===== config.mk =====
export PLATFORM = sky130hd
export DESIGN_NAME = utf8_byte_stream_decoder_flat
export DESIGN_NICKNAME = d
export VERILOG_FILES = /design/src/u8d_pkg.sv /design/src/u8d_stream_if.sv /design/src/u8d_cfg_regs.sv /design/src/utf8_byte_stream_decoder.sv /design/src/flat_wrapper.sv
export SDC_FILE = /design/constraint.sdc
export NUM_CORES = 1
export LEC_CHECK = 0
export BUFFER_PORTS_ARGS = -buffer_cell sky130_fd_sc_hd__buf_2
export CAP_MARGIN = 20
export CORE_MARGIN = 2
export CORE_UTILIZATION = 47
export CTS_BUF_LIST = sky130_fd_sc_hd__clkbuf_4 sky130_fd_sc_hd__clkbuf_8
export DETAILED_ROUTE_END_ITERATION = 16
export PLACE_DENSITY = 0.81
export SYNTH_ARGS = -nofsm -noshare
export SYNTH_HDL_FRONTEND = slang
export SYNTH_SLANG_ARGS = --single-unit

===== constraint.sdc =====
create_clock -name clk -period 2.6 [get_ports clk]
set_clock_uncertainty 0.1 [all_clocks]
set_input_delay 0.26 -clock clk [delete_from_list [all_inputs] [get_ports clk]]
set_output_delay 0.26 -clock clk [all_outputs]
set_load 0.03 [all_outputs]

===== src/u8d_pkg.sv =====
// ----------------------------------------------------------------------------
// u8d_pkg
// Types and constants shared by the UTF-8 byte stream decoder files.
// ----------------------------------------------------------------------------
package u8d_pkg;

  localparam int CP_W       = 21;
  localparam int BYTE_W     = 8;
  localparam int CFG_ADDR_W = 3;
  localparam int CFG_DATA_W = 32;

  // Register indexes (selected by paddr[2])
  localparam logic REG_UTF8_MODE  = 1'b0;
  localparam logic REG_ERROR_CHAR = 1'b1;

  localparam logic             UTF8_MODE_RESET  = 1'b1;
  localparam logic [CP_W-1:0]  ERROR_CHAR_RESET = CP_W'(63);

  // Lead and continuation byte classes: (byte & MASK) == CODE
  localparam logic [BYTE_W-1:0] CONT_MASK  = 8'hC0;
  localparam logic [BYTE_W-1:0] CONT_CODE  = 8'h80;
  localparam logic [BYTE_W-1:0] LEAD2_MASK = 8'hE0;
  localparam logic [BYTE_W-1:0] LEAD2_CODE = 8'hC0;
  localparam logic [BYTE_W-1:0] LEAD3_MASK = 8'hF0;
  localparam logic [BYTE_W-1:0] LEAD3_CODE = 8'hE0;
  localparam logic [BYTE_W-1:0] LEAD4_MASK = 8'hF8;
  localparam logic [BYTE_W-1:0] LEAD4_CODE = 8'hF0;

  // Payload bits kept from each byte class
  localparam logic [BYTE_W-1:0] CONT_BITS  = 8'h3F;
  localparam logic [BYTE_W-1:0] LEAD2_BITS = 8'h1F;
  localparam logic [BYTE_W-1:0] LEAD3_BITS = 8'h0F;
  localparam logic [BYTE_W-1:0] LEAD4_BITS = 8'h07;

  typedef struct packed {
    logic [BYTE_W-1:0] text_byte;
    logic              end_of_text;
  } text_item_t;

  typedef struct packed {
    logic [CP_W-1:0] code_point;
    logic            char_valid;
    logic            text_done;
  } char_item_t;

  typedef struct packed {
    logic            utf8_mode;
    logic [CP_W-1:0] error_char;
  } cfg_t;

endpackage


===== src/u8d_stream_if.sv =====
// ----------------------------------------------------------------------------
// u8d_stream_if
// Valid/ready stream channel carrying one payload item per handshake.
// ----------------------------------------------------------------------------
interface u8d_stream_if #(
  parameter type payload_t = logic [7:0]
) ();

  logic     valid;
  logic     ready;
  payload_t data;

  modport source (output valid, output data, input ready);
  modport sink   (input valid, input data, output ready);

endinterface


===== src/u8d_cfg_regs.sv =====
// ----------------------------------------------------------------------------
// u8d_cfg_regs
// APB-style configuration registers: mode select and error character.
// ----------------------------------------------------------------------------
module u8d_cfg_regs
  import u8d_pkg::*;
(
  input  logic                  clk,
  input  logic                  rst,
  input  logic                  psel,
  input  logic                  penable,
  input  logic                  pwrite,
  input  logic [CFG_ADDR_W-1:0] paddr,
  input  logic [CFG_DATA_W-1:0] pwdata,
  output logic [CFG_DATA_W-1:0] prdata,
  output logic                  pready,
  output cfg_t                  cfg
);

  logic wr_en;

  assign pready = 1'b1;
  assign wr_en  = psel && penable && pwrite;

  // Write registers in the access phase
  always_ff @(posedge clk) begin
    if (rst) begin
      cfg.utf8_mode  <= UTF8_MODE_RESET;
      cfg.error_char <= ERROR_CHAR_RESET;
    end else if (wr_en) begin
      unique case (paddr[2])
        REG_UTF8_MODE:  cfg.utf8_mode  <= pwdata[0];
        REG_ERROR_CHAR: cfg.error_char <= pwdata[CP_W-1:0];
        default:        ;
      endcase
    end
  end

  // Read back the selected register
  always_comb begin
    unique case (paddr[2])
      REG_UTF8_MODE:  prdata = CFG_DATA_W'(cfg.utf8_mode);
      REG_ERROR_CHAR: prdata = CFG_DATA_W'(cfg.error_char);
      default:        prdata = '0;
    endcase
  end

endmodule


===== src/utf8_byte_stream_decoder.sv =====
// ----------------------------------------------------------------------------
// utf8_byte_stream_decoder
// Decodes a UTF-8 byte stream into 21-bit code points, or passes bytes through.
// ----------------------------------------------------------------------------
// Usage:
//   text_in carries one byte per item with an end_of_text flag on the last
//   byte of a string. char_out carries code_point, char_valid and text_done.
//   A character comes out when its last byte is accepted; continuation bytes
//   in the middle of a sequence produce no item. Bad lead bytes, malformed
//   continuation bytes and strings cut short give error_char, char_valid 0.
//   Each item is registered in the result register, or in the skid register while a result is held.
//   Throughput: one byte per cycle while char_out is taken; the sequence
//   state is one register set updated by a single mask/shift step.
//   A two-entry output buffer (result register plus skid register) keeps
//   text_in ready while one finished item waits on a stalled receiver; with
//   both entries full, text_in.ready drops until char_out is taken.
//   Reset (rst, synchronous) empties the buffer, drops any open sequence,
//   and sets utf8_mode to 1 and error_char to 63.
//   Configuration (APB, byte address 0: utf8_mode, 4: error_char) must be written
//   only while the decoder is idle; the decoder itself does not enforce this.
// ----------------------------------------------------------------------------
module utf8_byte_stream_decoder
  import u8d_pkg::*;
(
  input  logic                  clk,
  input  logic                  rst,
  u8d_stream_if.sink            text_in,
  u8d_stream_if.source          char_out,
  input  logic                  psel,
  input  logic                  penable,
  input  logic                  pwrite,
  input  logic [CFG_ADDR_W-1:0] paddr,
  input  logic [CFG_DATA_W-1:0] pwdata,
  output logic [CFG_DATA_W-1:0] prdata,
  output logic                  pready
);

  cfg_t cfg;

  u8d_cfg_regs u_cfg_regs (
    .clk     (clk),
    .rst     (rst),
    .psel    (psel),
    .penable (penable),
    .pwrite  (pwrite),
    .paddr   (paddr),
    .pwdata  (pwdata),
    .prdata  (prdata),
    .pready  (pready),
    .cfg     (cfg)
  );

  // Sequence state
  logic [1:0]      bytes_pending, bytes_pending_next;
  logic [CP_W-1:0] partial_code, partial_code_next;
  logic            sequence_bad, sequence_bad_next;

  // Output buffer
  char_item_t out_item, skid_item;
  logic       out_valid, skid_valid;

  logic       accept, pop, push;
  char_item_t res;
  logic       res_valid;

  text_item_t      item;
  logic [1:0]      pend_dec;
  logic            bad_acc;
  logic [CP_W-1:0] shifted;
  logic            started;

  assign item          = text_in.data;
  assign text_in.ready = !skid_valid;
  assign accept        = text_in.valid && text_in.ready;
  assign pop           = out_valid && char_out.ready;
  assign push          = accept && res_valid;

  assign char_out.valid = out_valid;
  assign char_out.data  = out_item;

  // Decode one byte against the current sequence state
  always_comb begin
    bytes_pending_next = bytes_pending;
    partial_code_next  = partial_code;
    sequence_bad_next  = sequence_bad;
    res_valid          = 1'b0;
    res                = '{code_point: cfg.error_char, char_valid: 1'b0,
                           text_done: item.end_of_text};
    started            = 1'b0;
    pend_dec           = bytes_pending - 2'd1;
    bad_acc            = sequence_bad || ((item.text_byte & CONT_MASK) != CONT_CODE);
    shifted            = {partial_code[CP_W-7:0], item.text_byte[5:0] & CONT_BITS[5:0]};

    if (bytes_pending == 2'd0) begin
      priority if (!cfg.utf8_mode || !item.text_byte[7]) begin
        // Plain byte: pass through zero-extended
        res_valid       = 1'b1;
        res.code_point  = CP_W'(item.text_byte);
        res.char_valid  = 1'b1;
      end else if ((item.text_byte & LEAD2_MASK) == LEAD2_CODE) begin
        started            = 1'b1;
        bytes_pending_next = 2'd1;
        partial_code_next  = CP_W'(item.text_byte & LEAD2_BITS);
      end else if ((item.text_byte & LEAD3_MASK) == LEAD3_CODE) begin
        started            = 1'b1;
        bytes_pending_next = 2'd2;
        partial_code_next  = CP_W'(item.text_byte & LEAD3_BITS);
      end else if ((item.text_byte & LEAD4_MASK) == LEAD4_CODE) begin
        started            = 1'b1;
        bytes_pending_next = 2'd3;
        partial_code_next  = CP_W'(item.text_byte & LEAD4_BITS);
      end else begin
        // Illegal lead byte
        res_valid = 1'b1;
      end
      if (started) begin
        sequence_bad_next = 1'b0;
        // String ends right after a lead byte: drop the sequence
        if (item.end_of_text) begin
          bytes_pending_next = 2'd0;
          partial_code_next  = '0;
          res_valid          = 1'b1;
        end
      end
    end else begin
      priority if (pend_dec == 2'd0) begin
        // Sequence complete
        res_valid          = 1'b1;
        bytes_pending_next = 2'd0;
        partial_code_next  = '0;
        sequence_bad_next  = 1'b0;
        if (!bad_acc) begin
          res.code_point = shifted;
          res.char_valid = 1'b1;
        end
      end else if (item.end_of_text) begin
        // Truncated sequence
        res_valid          = 1'b1;
        bytes_pending_next = 2'd0;
        partial_code_next  = '0;
        sequence_bad_next  = 1'b0;
      end else begin
        bytes_pending_next = pend_dec;
        partial_code_next  = shifted;
        sequence_bad_next  = bad_acc;
      end
    end
  end

  // Advance sequence state on each accepted item
  always_ff @(posedge clk) begin
    if (rst) begin
      bytes_pending <= 2'd0;
      partial_code  <= '0;
      sequence_bad  <= 1'b0;
    end else if (accept) begin
      bytes_pending <= bytes_pending_next;
      partial_code  <= partial_code_next;
      sequence_bad  <= sequence_bad_next;
    end
  end

  // Result register with skid stage; push only happens while skid is empty
  always_ff @(posedge clk) begin
    if (rst) begin
      out_valid  <= 1'b0;
      skid_valid <= 1'b0;
    end else begin
      if (pop) begin
        if (skid_valid) begin
          out_item   <= skid_item;
          skid_valid <= 1'b0;
        end else if (push) begin
          out_item <= res;
        end else begin
          out_valid <= 1'b0;
        end
      end else if (push) begin
        if (out_valid) begin
          skid_item  <= res;
          skid_valid <= 1'b1;
        end else begin
          out_item  <= res;
          out_valid <= 1'b1;
        end
      end
    end
  end

  // Skid entry is only ever behind a held result
  a_skid_behind_out: assert property (@(posedge clk) disable iff (rst)
    skid_valid |-> out_valid)
    else $error("skid entry valid without a result in the output register");

  // Pass-through mode never opens a sequence
  a_pass_no_pending: assert property (@(posedge clk) disable iff (rst)
    (accept && bytes_pending == 2'd0 && !cfg.utf8_mode) |=> bytes_pending == 2'd0)
    else $error("pass-through byte opened a sequence");

  // End of text always closes the sequence
  a_eot_closes: assert property (@(posedge clk) disable iff (rst)
    (accept && item.end_of_text) |=> (bytes_pending == 2'd0 && !sequence_bad))
    else $error("sequence left open after end of text");

  // An end-of-text byte always produces an item
  a_eot_result: assert property (@(posedge clk) disable iff (rst)
    (accept && item.end_of_text) |=> (out_valid && (skid_valid ? skid_item.text_done
                                                   : out_item.text_done)))
    else $error("end of text produced no item");

endmodule

===== src/flat_wrapper.sv =====
// flat-port wrapper written by rule: the top's interface ports become plain ports
module utf8_byte_stream_decoder_flat import u8d_pkg::*;
  (clk, rst, psel, penable, pwrite, paddr, pwdata, prdata, pready, text_in_valid, text_in_data, text_in_ready, char_out_valid, char_out_data, char_out_ready);
  u8d_stream_if text_in_i ();
  u8d_stream_if char_out_i ();
  input  logic clk;
  input  logic rst;
  input  logic psel;
  input  logic penable;
  input  logic pwrite;
  input  logic [CFG_ADDR_W-1:0] paddr;
  input  logic [CFG_DATA_W-1:0] pwdata;
  output logic [CFG_DATA_W-1:0] prdata;
  output logic pready;
  input wire logic [$bits(text_in_i.valid)-1:0] text_in_valid;
  input wire logic [$bits(text_in_i.data)-1:0] text_in_data;
  output wire logic [$bits(text_in_i.ready)-1:0] text_in_ready;
  output wire logic [$bits(char_out_i.valid)-1:0] char_out_valid;
  output wire logic [$bits(char_out_i.data)-1:0] char_out_data;
  input wire logic [$bits(char_out_i.ready)-1:0] char_out_ready;
  assign text_in_i.valid = text_in_valid;
  assign text_in_i.data = text_in_data;
  assign text_in_ready = text_in_i.ready;
  assign char_out_valid = char_out_i.valid;
  assign char_out_data = char_out_i.data;
  assign char_out_i.ready = char_out_ready;
  utf8_byte_stream_decoder u_core (.clk(clk), .rst(rst), .text_in(text_in_i), .char_out(char_out_i), .psel(psel), .penable(penable), .pwrite(pwrite), .paddr(paddr), .pwdata(pwdata), .prdata(prdata), .pready(pready));
endmodule

==> impl_metrics.env, run 1 <==
export IMPL_cp_end_kind="register"
export IMPL_cts_resized_gates=0
export IMPL_crit_start="u_core.bytes_pending[0]"
export IMPL_viasPerCell=4.79
export IMPL_rows=23
export IMPL_worst_pin_slew_ps=800
export IMPL_final_cell_mix="buf_2, nand2_1, dfxtp_1"
export IMPL_syn_cell_area_um2=1920
export IMPL_post_route_util=0.580
export IMPL_reg2reg_depth=6
export IMPL_antenna_left=0
export IMPL_worstHoldPathCells=3
export IMPL_synth_distinct_cells=28
export IMPL_drtIter0Drc=73
export IMPL_status="completed"
export IMPL_syn_avg_cell_area_um2=9.93
export IMPL_cts_max_level=2
export IMPL_die_x_um=67.8
export IMPL_synth_top_cell_area_share=0.272
export IMPL_fin_crit_ps=2090
export IMPL_rrSetupSlack_ps=510
export IMPL_clockBufferDepth=2
export IMPL_period_share=0.802
export IMPL_diodes=0
export IMPL_antenna_found_initial=0
export IMPL_routabilityCongestion=0.703
export IMPL_hpwl_mm=2.58
export IMPL_clock_latency_ps=290
export IMPL_power_density_nw_per_um2=552
export IMPL_grt_pass1_vias=1317
export IMPL_yosys_area_top_type="dfxtp_1"
export IMPL_grt_max_degree=35
export IMPL_drive_gt1_frac=0.367
export IMPL_power_mw=1.27
export IMPL_synth_area_leaders="dfxtp_1, edfxtp_1, mux2_2, and2_1, nand2_1"
export IMPL_slew_limit_headroom=0.467
export IMPL_vias=1465
export IMPL_clk_pin_slew_ps=80
export IMPL_cp_arrival_ps=1980
export IMPL_clockRootBuffer="clkbuf_8"
export IMPL_finalSetupViolCount=0
export IMPL_fin_nets=308
export IMPL_port_buffers=66
export IMPL_dieArea_um2=4600
export IMPL_finalSetupTns_ps=0
export IMPL_ys_warn_count=0
export IMPL_clock_sinks=42
export IMPL_r2r_start="u_core.bytes_pending[0]"
export IMPL_core_area_um2=3970
export IMPL_postCtsHoldBufs=0
export IMPL_track_usage=0.176
export IMPL_ys_ff_latch=42
export IMPL_nFillCells=368
export IMPL_holdCritStartpoint="pwdata[2]"
export IMPL_r2r_end="u_core.char_out.data[7]"
export IMPL_hold_class="primary input to register"
export IMPL_start_util=0.482
export IMPL_seq_area_frac_synth=0.523
export IMPL_slew_violations=0
export IMPL_holdPathEnd="u_core.u_cfg_regs.cfg[2]"
export IMPL_grt_overflow=0
export IMPL_crit_required_ps=2500
export IMPL_die_y_um=67.8
export IMPL_fmax_mhz=479
export IMPL_multi_input_area_um2=790
export IMPL_numCtsBuffers=5
export IMPL_layout_cells_most_common="buf_2"
export IMPL_cts_tree="yes"
export IMPL_syn_to_final_growth_pct=20.3
export IMPL_crit_type="register to register"
export IMPL_grt_pass1_wl_mm=5.89
export IMPL_hold_viol=0
export IMPL_seq_area_um2=1000
export IMPL_ioPinCount=93
export IMPL_p_leak_nw=0.953
export IMPL_wl_mm=3.68
export IMPL_synth_cells=193
export IMPL_wl_per_cell_um=12.0
export IMPL_drc=0
export IMPL_rsz0062_at_grt="no"
export IMPL_startpoint_type="register"
export IMPL_drtPass1Iterations=4
export IMPL_cp_max_fo=11
export IMPL_maxCapViolCount=0
export IMPL_postCtsSetupBuffers=0
export IMPL_peakVddDrop_mv=0.309
## how the worst max path moves through the flow
stage,end,slack (ps),cells past startpoint
final,u_core.char_out.data[7],510,6
after global routing,u_core.char_out.data[7],300,6
after CTS,u_core.char_out.data[4],520,6
after detailed placement,u_core.char_out.data[6],530,6
after global placement,u_core.char_out.data[4],580,6
after floorplan,u_core.skid_item[0],240,6
## cells in the mapped netlist (all sizes together)
cell / number
a211oi: 1
a21oi: 17
a221oi: 1
a31oi: 1
and2: 20
and4: 1
buf: 16
clkbuf: 7
conb: 2
dfxtp: 26
edfxtp: 16
ha: 2
inv: 4
mux2: 15
mux2i: 3
nand2: 30
nand3: 3
nand4: 1
nor2: 11
nor3: 11
nor3b: 1
nor4: 1
nor4b: 1
o21ai: 1
or3: 1
## critical path, stage by stage, from the launching register on
cell and delay [ps]:
dfxtp_1 340, inv_1 60, ha_1 440, or3_4 220
nand3_1 110, a221oi_1 290, buf_4 230
## state kept, by name, indices dropped and copies added (netlist names)
register               count
u_core.u_cfg_regs.cfg     22
u_core.char_out.data       8
u_core.bytes_pending       2
u_core.skid_item           8
u_core.skid_valid          1
u_core.char_out.valid      1
## metrics by stage
stage	instance area [um2]	setup slack, ps	cells	hold WS [ps]
2_1_floorplan	1950	244	203	259
3_3_place_gp	2220	580	299	337
3_5_place_dp	2220	531	299	343
4_1_cts	2300	520	306	82.4
5_1_grt	2300	304	306	99.8
6_report	2300	514	306	97.4
## report_power, final
part	internal, mW	switching [mW]
Sequential	0.700	0.00854
Clock	0.206	0.201
Combinational	0.0521	0.104
Total	0.958	0.314
## cells by family after synthesis
logic type / after synthesis / synth area share
multiplexers: 18 / 0.104
flip-flops: 42 / 0.523
AO/OA/AOI/OAI: 21 / 0.0588
buffers and inverters: 27 / 0.0849
adder cells (fa/ha/maj): 2 / 0.0131
AND/OR/NAND/NOR: 81 / 0.213
other: 2 / 0.00392
## per-layer routing
metal	GRT usage	wire length, um
met1	0.225	1650
met2	0.282	1740
met3	0.0592	249
met4	0.0525	44
met5	0	0
## layout make-up
cell class	instances	area share
repair buffers	69	0.153
well taps	50	0.0271
flip-flops and latches	42	0.434
multi-input cells	134	0.343
inverters	4	0.00651
clock buffers	7	0.0364
No activity file was read; power rests on OpenSTA's default activity.
==> run 2: changes to the inputs <==
--- a/config.mk
+++ b/config.mk
@@ -8,10 +8,10 @@
 export BUFFER_PORTS_ARGS = -buffer_cell sky130_fd_sc_hd__buf_2
 export CAP_MARGIN = 20
 export CORE_MARGIN = 2
-export CORE_UTILIZATION = 47
+export CORE_UTILIZATION = 43
 export CTS_BUF_LIST = sky130_fd_sc_hd__clkbuf_4 sky130_fd_sc_hd__clkbuf_8
 export DETAILED_ROUTE_END_ITERATION = 16
-export PLACE_DENSITY = 0.81
+export PLACE_DENSITY = 0.78
 export SYNTH_ARGS = -nofsm -noshare
 export SYNTH_HDL_FRONTEND = slang
 export SYNTH_SLANG_ARGS = --single-unit
==> constraint.sdc (replaced) <==
create_clock -name clk -period 1.7 [get_ports clk]
set_clock_uncertainty 0.1 [all_clocks]
set_input_delay 0.17 -clock clk [delete_from_list [all_inputs] [get_ports clk]]
set_output_delay 0.17 -clock clk [all_outputs]
set_load 0.03 [all_outputs]
==> impl_metrics.env, run 2 (synthesis gave the netlist of run 1 again) <==
export IMPL_maxCapViolCount=0
export IMPL_startpoint_type="register"
export IMPL_nFillCells=415
export IMPL_placed_cell_area_um2=2330
export IMPL_antenna_left=0
export IMPL_clockRootBuffer="clkbuf_8"
export IMPL_clockBufferDepth=2
export IMPL_finalSetupViolCount=0
export IMPL_crit_type="register to register"
export IMPL_start_util=0.443
export IMPL_post_route_util=0.581
export IMPL_antenna_found_initial=0
export IMPL_track_usage=0.166
export IMPL_vias=1522
export IMPL_grt_max_degree=31
export IMPL_p_leak_nw=1.04
export IMPL_slew_violations=0
export IMPL_largest_reg_flops=22
export IMPL_power_mw=2.12
export IMPL_hpwl_mm=2.79
export IMPL_power_frac_comb=0.127
export IMPL_wl_met1_mm=1.72
export IMPL_port_buffers=66
export IMPL_drtPass1Iterations=4
export IMPL_drive_gt1_frac=0.417
export IMPL_fin_nets=317
export IMPL_grt_pass1_wl_mm=6.60
export IMPL_largest_register="u_core.u_cfg_regs.cfg"
export IMPL_period_share=0.974
export IMPL_hold_viol=0
export IMPL_finalWorstSetupSlack_ps=43.8
export IMPL_fmax_mhz=604
export IMPL_grt_pass1_vias=1458
export IMPL_numCtsBuffers=5
export IMPL_die_y_um=70.7
export IMPL_path_common_cell="mux2_2"
export IMPL_cp_num_buf_inv=2
export IMPL_grt_overflow=0
export IMPL_pwr_share_seq=0.511
export IMPL_dr_wl_met3_um=281
export IMPL_crit_required_ps=1650
export IMPL_peakVddDrop_mv=0.592
export IMPL_clkPwrFrac=0.362
export IMPL_highest_layer="met4"
export IMPL_ioPinCount=93
export IMPL_core_area_um2=4320
export IMPL_rsz0062_at_grt="no"
export IMPL_cp_end_kind="register"
export IMPL_syn_to_final_growth_pct=31.2
export IMPL_clk_pin_slew_ps=80
export IMPL_cp_max_fo=10
export IMPL_status="completed"
export IMPL_drtIter0Drc=47
export IMPL_cts_max_level=2
export IMPL_switchingPower_mw=0.519
export IMPL_wl_per_cell_um=12.2
export IMPL_clock_latency_ps=290
export IMPL_final_area_um2=2510
export IMPL_place_ws_ps=-32.0
export IMPL_cpPeakStageDelay_ps=370
export IMPL_switching_share=0.245
export IMPL_crit_family="multiplexers"
export IMPL_cts_tree="yes"
export IMPL_diodes=0
export IMPL_slowest_stage="dfxtp_4"
export IMPL_die_x_um=70.7
export IMPL_routabilityCongestion=0.765
export IMPL_p_int_mw=1.60
export IMPL_layout_cells_most_common="buf_2"
export IMPL_rows=24
export IMPL_cp_arrival_ps=1610
export IMPL_clock_sinks=42
export IMPL_crit_chain="inv_2 > ha_4 > buf_12 > mux2_2 > mux2_2"
export IMPL_final_cell_mix="buf_2, nand2_1, dfxtp_1"
export IMPL_wl_met2_mm=1.85
export IMPL_drc=0
export IMPL_viasPerCell=4.79
export IMPL_wl_mm=3.88
export IMPL_hold_class="primary input to register"
export IMPL_power_density_nw_per_um2=843
export IMPL_dieArea_um2=5000
export IMPL_fin_crit_ps=1660
==> run 2: cell types whose count changed in the layout (fill, tap and decap cells not counted), sizes merged <==
| cell | before | now |
|---|---|---|
| clkinv | 0 | 2 |
| clkbuf | 7 | 5 |
| bufinv | 0 | 1 |
| dlygate4sd3 | 0 | 3 |
| buf | 69 | 75 |
==> run 2: worst min-delay path, delay by kind of cell <==
family / cells / cell delay [ps]
compound gates: 1 / 50
simple gates: 1 / 40
buf+inv: 1 / 100
==> run 2: final timing paths <==
path / start / endpoint / slack [ps] / cells past startpoint
hold reg to reg: u_core.u_cfg_regs.cfg[17] / u_core.u_cfg_regs.cfg[17] / 350 / 2
setup reg to reg: u_core.bytes_pending[0] / u_core.char_out.data[3] / 40 / 5
setup / recovery: u_core.bytes_pending[0] / u_core.char_out.data[3] / 40 / 5
hold / removal: pwdata[18] / u_core.u_cfg_regs.cfg[18] / 8 / 3
==> run 2: power by group through the flow <==
stage / registers, mW / logic (mW) / clock network, mW
after floorplan: 1.13 / 0.169 / 0
after global placement: 1.11 / 0.253 / 0
after detailed placement: 1.11 / 0.256 / 0
after CTS: 1.08 / 0.269 / 0.794
after global routing: 1.09 / 0.291 / 0.839
final: 1.08 / 0.268 / 0.768
==> run 2: layout make-up <==
type / instances / area, um2 / area share
inverters: 4 / 15.0 / 0.00598
repair buffers: 78 / 457 / 0.182
well taps: 52 / 65.1 / 0.0259
clock inverters: 3 / 40.0 / 0.0159
multi-input cells: 134 / 860 / 0.342
clock buffers: 5 / 68.8 / 0.0274
flip-flops and latches: 42 / 1010 / 0.401
==> run 2: metal layers <==
metal,up-vias,global-route usage
li1,775,-
met1,687,0.206
met2,55,0.277
met3,5,0.0556
met4,0,0.0440
met5,-,0
==> run 2: timing repair <==
action	CTS	global route
setup endpoints to repair	8	16
hold buffers	3	0
endpoints found under the hold margin	3	0
pin swaps	1	4
setup buffers	1	0
gates resized for setup	0	4
==> run 2: per-stage QoR <==
stage	TNS, ps	hold slack, ps	std cells
floorplan	-819	169	203
global placement	0	287	306
detailed placement	-254	297	306
CTS	0	0.0929	318
global route	0	3.10	318
finish	0	8.49	318
